`src/rtl/multiset_bag_table_defines.svh`:
```
// Assertion macros for the multiset bag table.
`ifndef MULTISET_BAG_TABLE_DEFINES_SVH
`define MULTISET_BAG_TABLE_DEFINES_SVH
`ifndef SYNTHESIS
// check on every clock edge out of reset
`define MBAG_ASSERT(lbl, prop) \
  lbl: assert property (@(posedge clk) disable iff (!rst_n) prop) \
    else $error("mbag check failed");
// check that also runs while reset is held
`define MBAG_ASSERT_RST(lbl, prop) \
  lbl: assert property (@(posedge clk) prop) \
    else $error("mbag reset check failed");
`else
`define MBAG_ASSERT(lbl, prop)
`define MBAG_ASSERT_RST(lbl, prop)
`endif
`endif

```
`src/rtl/mbag_pkg.sv`:
```
// Shared types and constants for the multiset bag table.
`default_nettype none
package mbag_pkg;

  localparam int VALUE_W = 32;
  localparam int COUNT_W = 5;
  localparam int LIMIT_W = 5;
  localparam logic [LIMIT_W-1:0] LIMIT_RST = 5'd16;

  typedef enum logic [1:0] {
    OP_ADD    = 2'd0,
    OP_REMOVE = 2'd1,
    OP_COUNT  = 2'd2,
    OP_CLEAR  = 2'd3
  } op_t;

  typedef enum logic [1:0] {
    ST_OK        = 2'd0,
    ST_NOT_FOUND = 2'd1,
    ST_FULL      = 2'd2
  } status_t;

  typedef enum logic [1:0] {
    S_IDLE,
    S_SCAN,
    S_MOVE,
    S_DONE
  } state_t;

  typedef struct packed {
    op_t                op;
    logic [VALUE_W-1:0] item_value;
  } in_beat_t;

  typedef struct packed {
    status_t            status;
    logic [COUNT_W-1:0] match_count;
    logic [COUNT_W-1:0] entry_count;
    logic               is_full;
    logic               is_empty;
  } out_beat_t;

endpackage
`default_nettype wire

```
`src/rtl/mbag_store.sv`:
```
// Entry memory: one write port, one read port with registered read data.
`default_nettype none
module mbag_store #(
  parameter int CAPACITY   = 16,
  parameter int ITEM_WIDTH = 32,
  parameter int AW         = 4
) (
  input  wire logic                  clk,
  input  wire logic                  wr_en,
  input  wire logic [AW-1:0]         wr_addr,
  input  wire logic [ITEM_WIDTH-1:0] wr_data,
  input  wire logic [AW-1:0]         rd_addr,
  output      logic [ITEM_WIDTH-1:0] rd_data
);

  logic [ITEM_WIDTH-1:0] mem [CAPACITY];
  logic [ITEM_WIDTH-1:0] rd_data_r;

  // write port
  always_ff @(posedge clk) begin
    if (wr_en) begin
      mem[wr_addr] <= wr_data;
    end
  end

  // read port, registered read data
  always_ff @(posedge clk) begin
    rd_data_r <= mem[rd_addr];
  end

  assign rd_data = rd_data_r;

endmodule
`default_nettype wire

```
`src/rtl/mbag_ctrl.sv`:
```
// Sequencer: walks the entry memory through one comparator per operation.
`default_nettype none
module mbag_ctrl #(
  parameter int CAPACITY   = 16,
  parameter int ITEM_WIDTH = 32,
  parameter int AW         = 4,
  parameter int CW         = 5
) (
  input  wire logic                            clk,
  input  wire logic                            rst_n,
  input  wire logic                            in_valid,
  input  wire mbag_pkg::in_beat_t              in_data,
  output      logic                            busy,
  input  wire logic                            cfg_we,
  input  wire logic [mbag_pkg::LIMIT_W-1:0]    cfg_data,
  input  wire logic                            res_ready,
  output      logic                            res_valid,
  output      mbag_pkg::out_beat_t             res_data,
  output      logic [AW-1:0]                   rd_addr,
  input  wire logic [ITEM_WIDTH-1:0]           rd_data,
  output      logic                            wr_en,
  output      logic [AW-1:0]                   wr_addr,
  output      logic [ITEM_WIDTH-1:0]           wr_data
);

  // width wide enough for both the limit register and the held count
  localparam int LW = (CW > mbag_pkg::LIMIT_W) ? CW : mbag_pkg::LIMIT_W;

  mbag_pkg::state_t              state_r, state_nxt;
  mbag_pkg::op_t                 op_r, op_nxt;
  mbag_pkg::status_t             status_r, status_nxt;
  logic [ITEM_WIDTH-1:0]         val_r, val_nxt;
  logic [CW-1:0]                 n_r, n_nxt;
  logic [CW-1:0]                 rd_idx_r, rd_idx_nxt;
  logic [CW-1:0]                 match_r, match_nxt;
  logic                          cmp_vld_r, cmp_vld_nxt;
  logic [AW-1:0]                 cmp_idx_r, cmp_idx_nxt;
  logic [AW-1:0]                 hit_idx_r, hit_idx_nxt;
  logic [mbag_pkg::LIMIT_W-1:0]  cap_r;

  logic [LW-1:0]                 eff_lim;
  logic [CW-1:0]                 n_m1;
  logic                          hit;
  logic                          last;
  logic                          issue;
  logic                          full_now;
  logic [ITEM_WIDTH-1:0]         in_val;

  // limit register; saturated to the memory depth where it is used
  always_ff @(posedge clk) begin
    if (!rst_n) begin
      cap_r <= mbag_pkg::LIMIT_RST;
    end else if (cfg_we) begin
      cap_r <= cfg_data;
    end
  end

  assign eff_lim = (LW'(cap_r) > LW'(CAPACITY)) ? LW'(CAPACITY) : LW'(cap_r);

  // shared compare against the value under search
  assign n_m1     = n_r - CW'(1);
  assign hit      = cmp_vld_r && (rd_data == val_r);
  assign last     = cmp_vld_r && (cmp_idx_r == n_m1[AW-1:0]);
  assign issue    = rd_idx_r < n_r;
  assign full_now = LW'(n_r) >= eff_lim;
  assign in_val   = ITEM_WIDTH'(in_data.item_value);

  // control and payload registers
  always_ff @(posedge clk) begin
    if (!rst_n) begin
      state_r   <= mbag_pkg::S_IDLE;
      n_r       <= '0;
      cmp_vld_r <= 1'b0;
    end else begin
      state_r   <= state_nxt;
      n_r       <= n_nxt;
      cmp_vld_r <= cmp_vld_nxt;
    end
  end

  always_ff @(posedge clk) begin
    op_r      <= op_nxt;
    status_r  <= status_nxt;
    val_r     <= val_nxt;
    rd_idx_r  <= rd_idx_nxt;
    match_r   <= match_nxt;
    cmp_idx_r <= cmp_idx_nxt;
    hit_idx_r <= hit_idx_nxt;
  end

  // next state and memory port control
  always_comb begin
    state_nxt   = state_r;
    op_nxt      = op_r;
    status_nxt  = status_r;
    val_nxt     = val_r;
    n_nxt       = n_r;
    rd_idx_nxt  = rd_idx_r;
    match_nxt   = match_r;
    cmp_vld_nxt = 1'b0;
    cmp_idx_nxt = cmp_idx_r;
    hit_idx_nxt = hit_idx_r;
    rd_addr     = rd_idx_r[AW-1:0];
    wr_en       = 1'b0;
    wr_addr     = n_r[AW-1:0];
    wr_data     = in_val;
    res_valid   = 1'b0;

    unique case (state_r)
      mbag_pkg::S_IDLE: begin
        rd_addr = '0;
        if (in_valid) begin
          op_nxt     = in_data.op;
          val_nxt    = in_val;
          match_nxt  = '0;
          status_nxt = mbag_pkg::ST_OK;
          state_nxt  = mbag_pkg::S_DONE;
          unique case (in_data.op)
            mbag_pkg::OP_ADD: begin
              if (full_now) begin
                status_nxt = mbag_pkg::ST_FULL;
              end else begin
                wr_en = 1'b1;
                n_nxt = n_r + CW'(1);
              end
            end
            mbag_pkg::OP_REMOVE, mbag_pkg::OP_COUNT: begin
              if (n_r == '0) begin
                status_nxt = mbag_pkg::ST_NOT_FOUND;
              end else begin
                // first read goes out now, its compare follows in the next cycle
                rd_idx_nxt  = CW'(1);
                cmp_vld_nxt = 1'b1;
                cmp_idx_nxt = '0;
                state_nxt   = mbag_pkg::S_SCAN;
              end
            end
            mbag_pkg::OP_CLEAR: begin
              n_nxt = '0;
            end
          endcase
        end
      end

      mbag_pkg::S_SCAN: begin
        if (issue) begin
          rd_idx_nxt  = rd_idx_r + CW'(1);
          cmp_vld_nxt = 1'b1;
          cmp_idx_nxt = rd_idx_r[AW-1:0];
        end
        if (op_r == mbag_pkg::OP_REMOVE) begin
          if (hit) begin
            // fetch the last entry to fill the hole
            rd_addr     = n_m1[AW-1:0];
            hit_idx_nxt = cmp_idx_r;
            cmp_vld_nxt = 1'b0;
            state_nxt   = mbag_pkg::S_MOVE;
          end else if (last) begin
            status_nxt = mbag_pkg::ST_NOT_FOUND;
            state_nxt  = mbag_pkg::S_DONE;
          end
        end else begin
          if (hit) begin
            match_nxt = match_r + CW'(1);
          end
          if (last) begin
            status_nxt = (match_nxt == '0) ? mbag_pkg::ST_NOT_FOUND : mbag_pkg::ST_OK;
            state_nxt  = mbag_pkg::S_DONE;
          end
        end
      end

      mbag_pkg::S_MOVE: begin
        wr_en      = 1'b1;
        wr_addr    = hit_idx_r;
        wr_data    = rd_data;
        n_nxt      = n_m1;
        status_nxt = mbag_pkg::ST_OK;
        state_nxt  = mbag_pkg::S_DONE;
      end

      mbag_pkg::S_DONE: begin
        res_valid = 1'b1;
        if (res_ready) begin
          state_nxt = mbag_pkg::S_IDLE;
        end
      end

      default: begin
        state_nxt = mbag_pkg::S_IDLE;
      end
    endcase
  end

  // result beat, counts truncated to the field width; match count only for count
  always_comb begin
    res_data.status      = status_r;
    res_data.match_count = (op_r == mbag_pkg::OP_COUNT) ?
                           mbag_pkg::COUNT_W'(match_r) : '0;
    res_data.entry_count = mbag_pkg::COUNT_W'(n_r);
    res_data.is_full     = full_now;
    res_data.is_empty    = (n_r == '0);
  end

  assign busy = (state_r != mbag_pkg::S_IDLE);

endmodule
`default_nettype wire

```
`src/rtl/multiset_bag_table.sv`:
```
// Top level of the multiset bag table: sequencer, entry memory, result register.
//
//   channel  direction  handshake        beat
//   in_      in         valid / stall    op, item_value
//   out_     out        valid / stall    status, match_count, entry_count, flags
//   cfg_     in         valid / ready    capacity_limit
//
// Add and clear: no scan; the done state hands the result to the output register.
// Remove and count: a scan of the held entries in the single-read-port entry
// memory through one comparator; a remove that hits adds a move state.
// in_stall stays high from an accepted beat until its result moves to the
// output register; that register holds a valid result while out_stall is high.
// Reset (rst_n low, synchronous) empties the bag and sets the limit to 16.
`default_nettype none
`include "multiset_bag_table_defines.svh"
module multiset_bag_table #(
  parameter int CAPACITY   = 16,
  parameter int ITEM_WIDTH = 32
) (
  input  wire logic                         clk,
  input  wire logic                         rst_n,
  input  wire logic                         in_valid,
  output      logic                         in_stall,
  input  wire mbag_pkg::in_beat_t           in_data,
  output      logic                         out_valid,
  input  wire logic                         out_stall,
  output      mbag_pkg::out_beat_t          out_data,
  input  wire logic                         cfg_valid,
  output      logic                         cfg_ready,
  input  wire logic [mbag_pkg::LIMIT_W-1:0] cfg_data
);

  localparam int AW = (CAPACITY > 1) ? $clog2(CAPACITY) : 1;
  localparam int CW = $clog2(CAPACITY + 1);

  logic                  busy;
  logic                  res_ready;
  logic                  res_valid;
  mbag_pkg::out_beat_t   res_data;
  logic [AW-1:0]         rd_addr;
  logic [ITEM_WIDTH-1:0] rd_data;
  logic                  wr_en;
  logic [AW-1:0]         wr_addr;
  logic [ITEM_WIDTH-1:0] wr_data;
  logic                  out_valid_r, out_valid_nxt;
  mbag_pkg::out_beat_t   out_data_r;

  mbag_ctrl #(
    .CAPACITY   (CAPACITY),
    .ITEM_WIDTH (ITEM_WIDTH),
    .AW         (AW),
    .CW         (CW)
  ) u_ctrl (
    .clk       (clk),
    .rst_n     (rst_n),
    .in_valid  (in_valid),
    .in_data   (in_data),
    .busy      (busy),
    .cfg_we    (cfg_valid && cfg_ready),
    .cfg_data  (cfg_data),
    .res_ready (res_ready),
    .res_valid (res_valid),
    .res_data  (res_data),
    .rd_addr   (rd_addr),
    .rd_data   (rd_data),
    .wr_en     (wr_en),
    .wr_addr   (wr_addr),
    .wr_data   (wr_data)
  );

  mbag_store #(
    .CAPACITY   (CAPACITY),
    .ITEM_WIDTH (ITEM_WIDTH),
    .AW         (AW)
  ) u_store (
    .clk     (clk),
    .wr_en   (wr_en),
    .wr_addr (wr_addr),
    .wr_data (wr_data),
    .rd_addr (rd_addr),
    .rd_data (rd_data)
  );

  // output register: loads when empty or being drained
  assign res_ready = !out_valid_r || !out_stall;

  always_comb begin
    out_valid_nxt = out_valid_r;
    if (res_valid && res_ready) begin
      out_valid_nxt = 1'b1;
    end else if (!out_stall) begin
      out_valid_nxt = 1'b0;
    end
  end

  always_ff @(posedge clk) begin
    if (!rst_n) begin
      out_valid_r <= 1'b0;
    end else begin
      out_valid_r <= out_valid_nxt;
    end
  end

  always_ff @(posedge clk) begin
    if (res_valid && res_ready) begin
      out_data_r <= res_data;
    end
  end

  assign out_valid = out_valid_r;
  assign out_data  = out_data_r;
  assign in_stall  = busy;
  assign cfg_ready = 1'b1;

  // checks
  `MBAG_ASSERT(a_busy_after_accept, (in_valid && !in_stall) |=> in_stall)
  `MBAG_ASSERT(a_full_flag, (out_valid && out_data.status == mbag_pkg::ST_FULL) |-> out_data.is_full)
  `MBAG_ASSERT(a_match_ok, (out_valid && out_data.match_count != '0) |-> (out_data.status == mbag_pkg::ST_OK))
  `MBAG_ASSERT_RST(a_reset_idle, !rst_n |=> (!out_valid && !in_stall))

endmodule
`default_nettype wire

```
`config.mk`:
```
export PLATFORM = sky130hd
export DESIGN_NAME = multiset_bag_table
export DESIGN_NICKNAME = d
export VERILOG_FILES = /design/src/rtl/mbag_pkg.sv /design/src/rtl/mbag_store.sv /design/src/rtl/mbag_ctrl.sv /design/src/rtl/multiset_bag_table.sv
export VERILOG_INCLUDE_DIRS = /design/src /design/src/rtl
export SDC_FILE = /design/constraint.sdc
export NUM_CORES = 1
export LEC_CHECK = 0
export BUFFER_PORTS_ARGS = -buffer_cell sky130_fd_sc_hd__clkbuf_2
export CAP_MARGIN = 20
export CORE_ASPECT_RATIO = 1.4
export CORE_UTILIZATION = 30
export CTS_CLUSTER_DIAMETER = 80
export CTS_CLUSTER_SIZE = 16
export DETAILED_ROUTE_END_ITERATION = 7
export SYNTH_ARGS = -nofsm -noshare
export SYNTH_HDL_FRONTEND = slang
export SYNTH_SLANG_ARGS = --single-unit
```
`constraint.sdc`:
```
create_clock -name clk -period 11.09 [get_ports clk]
set_input_delay 1.6635 -clock clk [delete_from_list [all_inputs] [get_ports clk]]
set_output_delay 1.6635 -clock clk [all_outputs]
set_load 0.02 [all_outputs]
```
After elaboration in Yosys (flattened, before gate mapping)
Memory sizes are Yosys's and may differ from the RTL's. A register that Yosys moved wholly into a read port is not among the register bits.
Cells that the tools add are included.
{"block": "op_classes", "n_addsub": 4, "n_lt_le_gt_ge": 3, "n_eq_ne": 22, "muxes": 60, "n_reduce_logical": 22}
{"operator": "5-bit 2-to-1 mux", "count": 12}
{"operator": "5-bit case mux with 2 select lines", "count": 4}
{"operator": "32-bit == test", "count": 1}
{"operator": "32-bit 2-to-1 mux", "count": 1}
{"operator": "4-bit 2-to-1 mux", "count": 7}
{"operator": "2-bit 2-to-1 mux", "count": 13}
{"operator": "1-bit 2-to-1 mux", "count": 16}
{"operator": "4-bit case mux with 2 select lines", "count": 2}
{"operator": "5-bit by 1-bit adder with 5-bit output, second input constant", "count": 3}
{"operator": "2-bit == test, second input constant", "count": 5}
{"operator": "5-bit logical NOT", "count": 2}
{"operator": "2-bit inequality test, second input constant", "count": 5}
{"operator": "5-bit AND reduction", "count": 2}
{"operator": "3-bit inequality test, second input constant", "count": 3}
{"operator": "2-bit case mux with 4 select lines", "count": 1}
{"operator": "2-bit by 1-bit == test with 1-bit output, second input constant", "count": 3}
{"operator": "3-bit by 1-bit inequality test with 1-bit output, second input constant", "count": 2}
{"operator": "2-bit case mux with 3 select lines", "count": 1}
{"operator": "3-bit AND reduction", "count": 2}
{"operator": "2-bit nonzero test", "count": 3}
{"operator": "5-bit >= comparator", "count": 1}
{"operator": "5-bit greater-than comparator, second input constant", "count": 1}
{"operator": "5-bit < comparator", "count": 1}
{"operator": "5-bit by 1-bit subtractor with 5-bit output, second input constant", "count": 1}
{"operator": "12 further kinds", "count": 19}
{"block": "word_totals", "register_bits": 82, "ramBits": 512, "in_bits": 44, "mem_count": 1}
{"memory": "u_store.mem", "words": 16, "width": 32, "rd": 1, "rd_ports_with_merged_regs": 1, "write_ports": 1, "line": "mbag_store.sv:16", "source": "logic [ITEM_WIDTH-1:0] mem [CAPACITY];"}

Longest topological paths before layout
Gate-level depths: netlist of run 1.
{"block": "logic_depth", "word_depth": 10, "depth_mapped": 13}

Cells and area by module
A second synthesis of run 1 with hierarchy kept.
{"block": "hier_totals", "cells_unflattened": 1235, "hier_area_um2": 24384.6}
{"module": "mbag_store", "n_inst": 1, "cells_each": 838, "area_each_um2": 19835.3, "seq_area_each_um2": 16015.4}
{"module": "mbag_ctrl", "n_inst": 1, "cells_each": 376, "area_each_um2": 4076.4, "seq_area_each_um2": 1881.8}
{"module": "multiset_bag_table", "n_inst": 1, "cells_each": 21, "area_each_um2": 473.0, "seq_area_each_um2": 440.4}

Worst setup path after synthesis of run 1
No wires, ideal clock.
{"block": "synth_path", "kind": "input port to flip-flop", "startpoint": "in in_valid", "endpoint": "mem u_store.mem[3][0], enable pin", "setup_ps": 421, "arrival_ps": 4425, "path_slack_ps": 6244, "stages": 6, "n_path_buf": 0, "path_cell_list": "nand2_1 > inv_1 > nand3_1 > o31ai_1 > nand2_1 > nor2_1"}
{"block": "synth_between", "elab_chain_len": 4}
{"element": "start, declared", "line": "multiset_bag_table.sv:22", "source": "input wire logic in_valid,"}
{"element": "1-bit 2-to-1 mux", "line": "mbag_ctrl.sv:112", "source": "if (in_valid) begin"}
{"element": "1-bit case mux with 2 select lines", "line": "mbag_ctrl.sv:109", "source": "unique case (state_r)"}
{"element": "1-bit 2-to-1 mux", "line": "mbag_store.sv:21", "source": "if (wr_en) begin"}
{"element": "1-bit 2-to-1 mux (not written as such)", "line": "mbag_store.sv:22", "source": "mem[wr_addr] <= wr_data;"}
{"element": "end, declared", "line": "mbag_store.sv:16"}
Every way passes these cells.

Worst setup path in the final report of run 1
{"block": "layout_path", "startpoint": "reg u_ctrl.val_r[24]", "endpoint": "reg u_store.rd_data_r[4] (netlist: u_store.rd_data[4]) (read register of u_store.mem)"}
{"block": "layout_between", "elab_chain_len": 5}
{"element": "start, declared", "line": "mbag_ctrl.sv:32", "source": "logic [ITEM_WIDTH-1:0] val_r, val_nxt;"}
{"element": "start signal, assigned", "line": "mbag_ctrl.sv:84", "source": "val_r <= val_nxt;"}
{"element": "32-bit == test", "line": "mbag_ctrl.sv:62", "source": "assign hit = cmp_vld_r && (rd_data == val_r);"}
{"element": "1-bit logical AND", "line": "mbag_ctrl.sv:62"}
{"element": "4-bit 2-to-1 mux", "line": "mbag_ctrl.sv:152", "source": "if (hit) begin"}
{"element": "4-bit 2-to-1 mux", "line": "mbag_ctrl.sv:151", "source": "if (op_r == mbag_pkg::OP_REMOVE) begin"}
{"element": "4-bit case mux with 2 select lines", "line": "mbag_ctrl.sv:109"}
{"element": "end, declared", "line": "mbag_store.sv:17", "source": "logic [ITEM_WIDTH-1:0] rd_data_r;"}
Every way passes these cells.
A chain may end at the register's enable or synchronous reset.

==> results of run 1 <==
[routing by layer]
metal | vias to the layer above | GRT usage, % | wire length, um
met5 | - | 0 | 16
met4 | 4 | 5.499 | 2152
met3 | 115 | 2.099 | 3360
met2 | 442 | 26.15 | 31980
met1 | 6858 | 17.85 | 25050
li1 | 5980 | - | -
[layout make-up]
type | count | area share (%)
tap | 1079 | 4.807
clock inverter | 5 | 0.3029
clock buffer | 76 | 4.424
sequential | 626 | 65.29
inverter | 21 | 0.2807
timing repair buffer | 91 | 2.023
multi-input combinational | 766 | 22.87
[worst max-delay path, stage by stage, from the launching register on]
cell      delay [ps]
edfxtp_1         400
xnor2_1          640
nand4_1          250
nor4_2           540
nand4_1          150
o211ai_1         210
buf_4            650
buf_4            750
mux2i_1          270
a22oi_1          110
and4_1           350
[how the worst max path moves through the flow]
stage,cells past startpoint,to,slack (ps),start
floorplan,6,u_store.mem[3][0],6240,in_valid
global placement,10,u_store.rd_data[4],6510,u_ctrl.val_r[24]
detailed placement,10,u_store.rd_data[4],6460,u_ctrl.val_r[24]
CTS,10,u_store.rd_data[4],6450,u_ctrl.val_r[24]
global route,10,u_store.rd_data[4],6310,u_ctrl.val_r[24]
finish,10,u_store.rd_data[4],6540,u_ctrl.val_r[24]
[metrics by stage]
step                instance area [um2]  util [%]  total power [W]
finish                            28080     33.88         0.007431
global route                      28080     33.88         0.007753
CTS                               28060     33.85         0.007454
detailed placement                26730     32.25         0.005881
global placement                  26730     32.25         0.005818
floorplan                         25050         -         0.005084
[synth_stat cells (all sizes together) (2+ instances only)]
cell     instances
nor4             4
xnor2           17
a41o             2
a211oi           5
a21boi           2
a21oi           18
or4              7
nand2b          10
edfxtp         580
o2111ai          2
dfxtp           46
nor3            17
ha              20
o221a            2
a21o             3
xor2            21
nor2b           17
o21ai           13
o211ai           2
a31oi            3
and3            12
mux2            37
nand2           34
nand3           13
clkbuf          14
a22oi          125
and2            16
a221oi           4
and4            30
buf             55
mux2i          258
o22ai            3
nand4            9
o31ai            4
nor2            45
inv             20
[kinds of logic after synthesis]
group / count (synthesis) / share of synthesized area [%]
compound gates: 193 / 5.685
xor+xnor: 38 / 1.329
fa+ha+maj: 20 / 0.9991
buf+inv: 90 / 1.738
flops: 626 / 73.21
mux: 295 / 11.97
other cells: 1 / 0.01497
simple gates: 219 / 5.045
[flip-flops by register name (all words and copies together) (netlist names)]
register	cells
u_ctrl.val_r	32
out_data	14
u_ctrl.op_r	2
u_ctrl.hit_idx_r	4
u_ctrl.cmp_vld_r	1
u_ctrl.state_r	2
u_store.rd_data	32
u_ctrl.match_r	5
u_store.mem	512
u_ctrl.cmp_idx_r	4
out_valid	1
u_ctrl.cap_r	5
u_ctrl.status_r	2
u_ctrl.n_r	5
u_ctrl.rd_idx_r	5
[report_power, final]
part | internal (W) | switching (W)
registers | 0.00303 | 0.000141
logic | 0.00100 | 0.00167
clock network | 0.000812 | 0.000773
total | 0.00485 | 0.00258
==> results.sh, run 1 <==
export IMPL_worstReg2RegEnd="u_store.rd_data[4]"
export IMPL_nFillCells=7837
export IMPL_syn_num_nets=1546
export IMPL_cp_required_ps=11540
export IMPL_fin_cells=2664
export IMPL_multi_input_area_mm2=0.006422
export IMPL_grt_setup_unrepaired="no"
export IMPL_hp_start="u_ctrl.status_r[1]"
export IMPL_final_layout_size_suffix_gt1_share_pct=13.56
export IMPL_post_dp_hpwl_um=34190
export IMPL_synth_top_flop_cell="edfxtp_1"
export IMPL_regArea_mm2=0.01834
export IMPL_crit_fanout=45
export IMPL_slew_violations=0
export IMPL_via_count=13400
export IMPL_area_growth_pct=12.13
export IMPL_die_h_um=343.9
export IMPL_reg2reg_from="u_ctrl.val_r[24]"
export IMPL_layout_cells_most_common_list="edfxtp_1, mux2i_1, a22oi_1"
export IMPL_clock_root_buffer="clkbuf_16"
export IMPL_cts_tree="built"
export IMPL_pin_count=61
export IMPL_mostFrequentLayoutCell="edfxtp_1"
export IMPL_drt_initial_drc_count=1113
export IMPL_grt_ovfl_total=0
export IMPL_htree_levels=2
export IMPL_n_antenna_cell=0
export IMPL_grt_pass1_wl_um=90470
export IMPL_peakVddDrop_v=0.0003084
export IMPL_outcome="finished clean"
export IMPL_ff2ff_setup_slack_ps=6540
export IMPL_hold_path_class="reg2reg"
export IMPL_synth_top_area_share_pct=69.54
export IMPL_yosysSeqAreaShare_pct=73.21
export IMPL_grt_max_degree=126
export IMPL_cts_sinks=626
export IMPL_avgRoutedWirePerCell_um=23.48
export IMPL_report_final_setup_viol=0
export IMPL_tns_ps=0
export IMPL_syn_area_mm2=0.02505
export IMPL_dieArea_mm2=0.08466
export IMPL_synth_enable_flop_cells=580
export IMPL_hold_ws_ps=423.0
export IMPL_post_route_period_util_pct=41.00
export IMPL_worstPathArrival_ps=5000
export IMPL_r2r_cells=10
export IMPL_whs_path_depth=0
export IMPL_dr_pass1_iters=6
export IMPL_insertion_delay_ps=600
export IMPL_ys_ff_latch=626
export IMPL_cp_end_kind="flip-flop"
export IMPL_drc=0
export IMPL_pre_cts_ws_ps=6464
export IMPL_finalHoldViolCount=0
export IMPL_min_period_ps=4547
export IMPL_ant_nets=0
export IMPL_antenna_found_initial=4
export IMPL_coreArea_mm2=0.08289
export IMPL_syn_avg_cell_area_um2=16.90
export IMPL_fmax_ghz=0.2199
export IMPL_leakagePower_nw=9.116
export IMPL_drv_cap=0
export IMPL_worst_pin_slew_ps=1214
export IMPL_worstSetupStartpointType="flip-flop"
export IMPL_cts_setup_buffers=0
export IMPL_die_x_um=246.2
export IMPL_crit_type="reg2reg"
export IMPL_cts_resized_gates=0
export IMPL_async_reset_ff_share_pct=0
export IMPL_yosysTopAreaCell="edfxtp_1"
export IMPL_placement_io_buffers=59
export IMPL_relSlewSlack_pct=19.05
export IMPL_routed_wl_um=62550
export IMPL_synthCells=1482
export IMPL_setup_ws_ps=6543
export IMPL_ctsHoldBuffers=0
export IMPL_start_util_pct=30.22
export IMPL_synth_warnings=0
export IMPL_clkTransAtPathRegs_ps=80
export IMPL_place_congestion=0.7946
export IMPL_cts_buffers=45
export IMPL_nets=1615
export IMPL_grt_pass1_vias=13390
export IMPL_gr_usage_all_layers_pct=14.69
export IMPL_power_density_mw_per_mm2=264.6
export IMPL_skew_ps=20.11
export IMPL_synth_cell_types=57
export IMPL_dp_cells=2582
export IMPL_synth_area_leaders="edfxtp_1, mux2i_1, a22oi_1"
export IMPL_std_cell_rows=125
export IMPL_hold_path_endpoint="out_data[13]"
export IMPL_cts_max_path_buffers=3
export IMPL_routed_via_density=5.030
Power figures use the tool's default switching activity.
==> run 2, diff against run 1 <==
- ABC_AREA: default -> 1
- clock period: 11.09 -> 4 ns (I/O delays scaled with it)
==> run 2 against run 1 <==
Area after synthesis increased by 10%. Global-route usage increased by 1.0 points. Wire length increased by 17%. Worst hold slack got worse by 240 ps. Critical path depth increased by 2. Core utilization increased by 0.17 points. Synthesized cell count increased by 82%. Largest cell class unchanged.
==> results.sh, run 2 <==
export IMPL_pin_count=61
export IMPL_start_util_pct=30.26
export IMPL_nFillCells=9187
export IMPL_reg2reg_from="u_ctrl.cap_r[1]"
export IMPL_coreArea_mm2=0.09113
export IMPL_synth_enable_flop_cells=580
export IMPL_ys_ff_latch=626
export IMPL_sw_frac_of_total_pct=42.10
export IMPL_worstSetupStartpointType="flip-flop"
export IMPL_relSlewSlack_pct=37.15
export IMPL_slew_violations=0
export IMPL_r2r_cells=12
export IMPL_grt_ovfl_total=0
export IMPL_yosysSeqAreaShare_pct=66.51
export IMPL_die_h_um=360.7
export IMPL_fin_cells=3984
export IMPL_cts_setup_buffers=0
export IMPL_synth_warnings=0
export IMPL_routed_via_density=4.736
export IMPL_synth_top_area_share_pct=63.17
export IMPL_clkTransAtPathRegs_ps=80
export IMPL_die_x_um=258.2
export IMPL_insertion_delay_ps=620
export IMPL_syn_avg_cell_area_um2=10.23
export IMPL_crit_fanout=18
export IMPL_largest_reg_flops=512
export IMPL_nets=2814
export IMPL_n_antenna_cell=0
export IMPL_mostFrequentLayoutCell="nand2_1"
export IMPL_ff2ff_setup_slack_ps=500
export IMPL_place_congestion=0.8722
export IMPL_final_layout_size_suffix_gt1_share_pct=8.611
export IMPL_gr_usage_all_layers_pct=15.70
export IMPL_finalHoldViolCount=0
export IMPL_dp_cells=3900
export IMPL_via_count=18870
export IMPL_power_density_mw_per_mm2=780.7
export IMPL_worstReg2RegEnd="u_store.mem[13][14]"
export IMPL_min_period_ps=3505
export IMPL_hold_ws_ps=181.6
export IMPL_routed_wl_um=73160
export IMPL_drc=0
export IMPL_cp_required_ps=4270
export IMPL_synth_top_flop_cell="edfxtp_1"
export IMPL_antenna_found_initial=0
export IMPL_cts_max_path_buffers=3
export IMPL_syn_num_nets=2759
export IMPL_placement_io_buffers=59
export IMPL_yosysTopAreaCell="edfxtp_1"
export IMPL_seqPwrFrac_pct=37.5
export IMPL_fmax_ghz=0.2853
export IMPL_report_final_setup_viol=0
export IMPL_cts_tree="built"
export IMPL_grt_max_degree=136
export IMPL_crit_type="reg2reg"
export IMPL_grt_pass1_vias=18420
export IMPL_std_cell_rows=131
export IMPL_p_int_w=0.01403
export IMPL_outcome="finished clean"
export IMPL_dr_pass1_iters=5
export IMPL_power_total_w=0.02423
export IMPL_worst_pin_slew_ps=939.1
export IMPL_post_route_period_util_pct=87.62
export IMPL_worstPathArrival_ps=3770
export IMPL_synth_area_leaders="edfxtp_1, nand3_1, nand2_1"
export IMPL_endpoint="u_store.mem[13][14]"
export IMPL_ctsHoldBuffers=0
export IMPL_area_growth_pct=12.53
export IMPL_layout_cells_most_common_list="nand2_1, nand3_1, edfxtp_1"
export IMPL_ant_nets=0
export IMPL_htree_levels=2
export IMPL_grt_pass1_wl_um=111800
export IMPL_cts_buffers=45
export IMPL_synthTopCellsByCount="nand2_1, nand3_1, edfxtp_1, inv_1, nor2_1"
export IMPL_peakVddDrop_v=0.0006359
export IMPL_async_reset_ff_share_pct=0
export IMPL_syn_area_mm2=0.02757
export IMPL_p_sw_w=0.01020
export IMPL_post_route_util_pct=34.05
export IMPL_drt_initial_drc_count=1506
export IMPL_cts_resized_gates=0
export IMPL_synthCells=2695
export IMPL_drv_cap=0
export IMPL_post_dp_hpwl_um=44990
export IMPL_p_clk_share_pct=18.4
export IMPL_p_comb_share_pct=44.0
export IMPL_leakagePower_nw=12.69
export IMPL_hold_path_class="in2reg"
export IMPL_cp_end_kind="flip-flop"
export IMPL_synth_most_common_cell="nand2_1"
export IMPL_cts_sinks=626
export IMPL_clock_root_buffer="clkbuf_16"
export IMPL_avgRoutedWirePerCell_um=18.36
export IMPL_top_register="u_store.mem"
export IMPL_skew_ps=27.01
export IMPL_grt_setup_unrepaired="no"
export IMPL_dieArea_mm2=0.09314
export IMPL_synth_cell_types=38
export IMPL_setup_worst_path_start="u_ctrl.cap_r[1]"
==> run 2: changes by cell type in the layout (fill, tap and decap cells not counted), moves of 37 or more <==
cell and delta:
inv_1 +342, nand3_1 +580, nand2_1 +679, nor2_1 +39
buf_4 +44, o21ai_0 +42, mux2i_1 -258, mux2_2 -37
a22oi_1 -123
==> run 2: worst min path at each step <==
stage / startpoint / end / slack [ps] / cells after the start
after floorplan: u_ctrl.status_r[0] / out_data[12] / 400 / 0
after global placement: u_ctrl.status_r[0] / out_data[12] / 400 / 0
after detailed placement: u_ctrl.status_r[1] / out_data[13] / 410 / 0
after CTS: in_data[8] / u_ctrl.val_r[8] / 150 / 1
after global routing: in_data[8] / u_ctrl.val_r[8] / 160 / 1
final: in_data[8] / u_ctrl.val_r[8] / 180 / 1
==> run 2: layout make-up <==
| type | instances | area (um2) | share of cell area [%] |
|---|---|---|---|
| timing repair buffer | 150 | 1191 | 3.839 |
| inverter | 371 | 1393 | 4.488 |
| tap | 1197 | 1498 | 4.827 |
| multi-input combinational | 1556 | 7258 | 23.39 |
| clock inverter | 3 | 47.55 | 0.1532 |
| sequential | 626 | 18340 | 59.10 |
| clock buffer | 81 | 1304 | 4.202 |
==> run 2: routing by layer <==
metal / track usage, % / part of all wire [%] / vias to the layer above
met1: 19.87 / 42 / 9045
li1: - / - / 9092
met5: 0 / 0 / -
met3: 1.686 / 5.0 / 146
met2: 26.86 / 49 / 586
met4: 7.112 / 4.3 / 0
==> run 2: power groups by stage <==
stage                     Clock (W)  Sequential (W)  Combinational (W)
after floorplan                   0         0.00913            0.00732
after global placement            0         0.00922             0.0107
after detailed placement          0         0.00924             0.0107
after CTS                   0.00457         0.00909             0.0108
after global routing        0.00478         0.00916             0.0119
final                       0.00446         0.00910             0.0107
==> run 2: cells by family (layout without fill, tap and decap cells) <==
group / Yosys count / after routing / synth area share (%)
buffers and inverters: 513 / 605 / 7.846
and+or+nand+nor: 1433 / 1433 / 22.55
DFF: 626 / 626 / 66.51
adders and majority gates: 20 / 20 / 0.9076
other: 1 / 1 / 0.01360
AOI/OAI and AO/OA: 85 / 85 / 1.634
xor gates and xnor gates: 17 / 17 / 0.5400
==> run 2: metrics by stage <==
stage               instance area [um2]  TNS (ps)  setup WS (ps)
CTS                               31030         0          490.2
global route                      31030         0          338.1
finish                            31030         0          495.2
floorplan                         27570    -75380         -589.0
global placement                  29680         0          449.4
detailed placement                29680         0          499.4
==> run 2: critical path: stages, from the launching register on <==
cell      delay [ps]
dfxtp_1          330
o41ai_1          520
nand2_1          110
ha_1             300
o21ai_0           90
a21boi_0         110
o21a_1           170
o21ai_0          260
nand4_1          130
nand2_1          220
nand3_1          350
nor2_4           210
buf_4            370
==> run 3, diff against run 2 <==
- CORE_UTILIZATION: 30 -> 40
- CTS_BUF_LIST: default -> sky130_fd_sc_hd__clkbuf_8
- CTS_CLUSTER_SIZE: 16 -> 14
==> run 3 against run 2 <==
Maximum frequency increased by 1.7%. Final area decreased by 2.5%. Global-route usage is 4.9 points higher. Total power is 4.5% lower. Clock-buffer cell count fell by 28. Sequential share of layout area is 1.5 points higher. Clock power is 24% lower. Register-to-register slack improved by 60 ps. Flip-flop and latch count unchanged. Combinational power is essentially flat. First-iteration DRC count increased by 19%. Cell count fell by 6.9%.
==> results.sh, run 3 (synthesized netlist as in run 2, its figures left out) <==
export IMPL_outcome="finished clean"
export IMPL_area_growth_pct=9.706
export IMPL_clkTransAtPathRegs_ps=100
export IMPL_fmax_ghz=0.2901
export IMPL_htree_levels=2
export IMPL_relSlewSlack_pct=34.42
export IMPL_ctsHoldBuffers=0
export IMPL_min_period_ps=3447
export IMPL_worst_pin_slew_ps=983.7
export IMPL_drv_cap=0
export IMPL_placement_io_buffers=59
export IMPL_drc=0
export IMPL_largest_reg_flops=512
export IMPL_start_util_pct=40.54
export IMPL_cts_setup_buffers=0
export IMPL_worstPathArrival_ps=3800
export IMPL_nets=2812
export IMPL_drt_initial_drc_count=1789
export IMPL_std_cell_rows=113
export IMPL_final_layout_size_suffix_gt1_share_pct=8.540
export IMPL_mostFrequentLayoutCell="nand2_1"
export IMPL_cts_tree="built"
export IMPL_routed_via_density=5.167
export IMPL_crit_fanout=17
export IMPL_post_route_period_util_pct=86.18
export IMPL_nFillCells=6321
export IMPL_regArea_mm2=0.01834
export IMPL_leakagePower_nw=12.61
export IMPL_cp_end_kind="flip-flop"
export IMPL_post_dp_hpwl_um=42750
export IMPL_peakVddDrop_v=0.0006847
export IMPL_avgRoutedWirePerCell_um=19.38
export IMPL_power_total_w=0.02313
export IMPL_cts_max_path_buffers=3
export IMPL_slew_violations=0
export IMPL_coreArea_mm2=0.06801
export IMPL_cts_sinks=626
export IMPL_post_route_util_pct=44.48
export IMPL_clock_root_buffer="clkbuf_8"
export IMPL_insertion_delay_ps=690
export IMPL_r2r_cells=12
export IMPL_gr_usage_all_layers_pct=20.60
export IMPL_ant_nets=0
export IMPL_worstSetupStartpointType="flip-flop"
export IMPL_hold_path_class="in2reg"
export IMPL_layout_cells_most_common_list="nand2_1, nand3_1, edfxtp_1"
export IMPL_report_final_setup_viol=0
export IMPL_finalHoldViolCount=0
export IMPL_cts_resized_gates=0
export IMPL_routed_wl_um=71890
export IMPL_place_congestion=0.8675
export IMPL_grt_pass1_wl_um=109900
export IMPL_via_count=19160
export IMPL_cts_buffers=51
export IMPL_antenna_found_initial=1
export IMPL_cp_required_ps=4350
export IMPL_die_x_um=223.9
export IMPL_die_h_um=312.7
export IMPL_whs_path_depth=1
export IMPL_grt_pass1_vias=18590
export IMPL_top_register="u_store.mem"
export IMPL_power_density_mw_per_mm2=764.8
export IMPL_grt_max_degree=153
export IMPL_dr_pass1_iters=7
export IMPL_dieArea_mm2=0.07000
export IMPL_crit_type="reg2reg"
export IMPL_grt_setup_unrepaired="no"
export IMPL_skew_ps=33.18
export IMPL_multi_input_area_mm2=0.007253
export IMPL_grt_ovfl_total=0
export IMPL_pin_count=61
==> run 3: report_power, final <==
group / internal (W) / switching [W] / leakage (nW)
Sequential: 0.00866 / 0.000404 / 5.65
Clock: 0.00130 / 0.00210 / 0.598
Combinational: 0.00316 / 0.00750 / 6.37
Total: 0.0131 / 0.0100 / 12.6
==> run 3: per-stage QoR <==
stage          setup WS (ps)  hold WS, ps  TNS [ps]  area [um2]  instances
6_report               552.9        128.1         0       30250       3709
5_1_grt                355.6        88.27         0       30250       3708
3_5_place_dp           540.1        411.6         0       29330       3615
3_3_place_gp           468.0        408.2         0       29330       3615
4_1_cts                528.8        69.93         0       30240       3707
2_1_floorplan         -589.0        400.3    -75380       27570       2695
==> run 3: critical path, cell delays in order, from the launching register on <==
cell and delay (ps):
dfxtp_1 340, o41ai_1 500, nand2_1 120, ha_1 290, o21ai_0 80, a21boi_0 100
o21a_1 170, o21ai_0 210, nand4_1 220, nand2_1 190, nand3_1 340, nor2_4 220
buf_4 340
==> run 3: worst paths after layout <==
path                                    startpoint                   to  slack (ps)
worst max-delay path               u_ctrl.cap_r[1]  u_store.mem[14][13]         550
worst min-delay path                   in_data[32]       u_ctrl.op_r[0]         130
worst max register to register     u_ctrl.cap_r[1]  u_store.mem[14][13]         550
worst min register to register  u_ctrl.status_r[1]         out_data[13]         430
==> run 3: area by class of cell <==
type | count | share of cell area [%]
antenna | 2 | 0.01655
clock buffer | 53 | 2.411
clock inverter | 39 | 0.6163
inverter | 371 | 4.604
multi-input combinational | 1556 | 23.98
sequential | 626 | 60.62
tap | 920 | 3.805
timing repair buffer | 142 | 3.946
==> run 3: layer usage <==
metal	routed length [um]	up-vias	GRT usage [%]
li1	-	9069	-
met1	28820	9269	25.94
met2	35460	671	35.04
met3	4367	154	2.887
met4	3242	0	9.573
met5	0	-	0
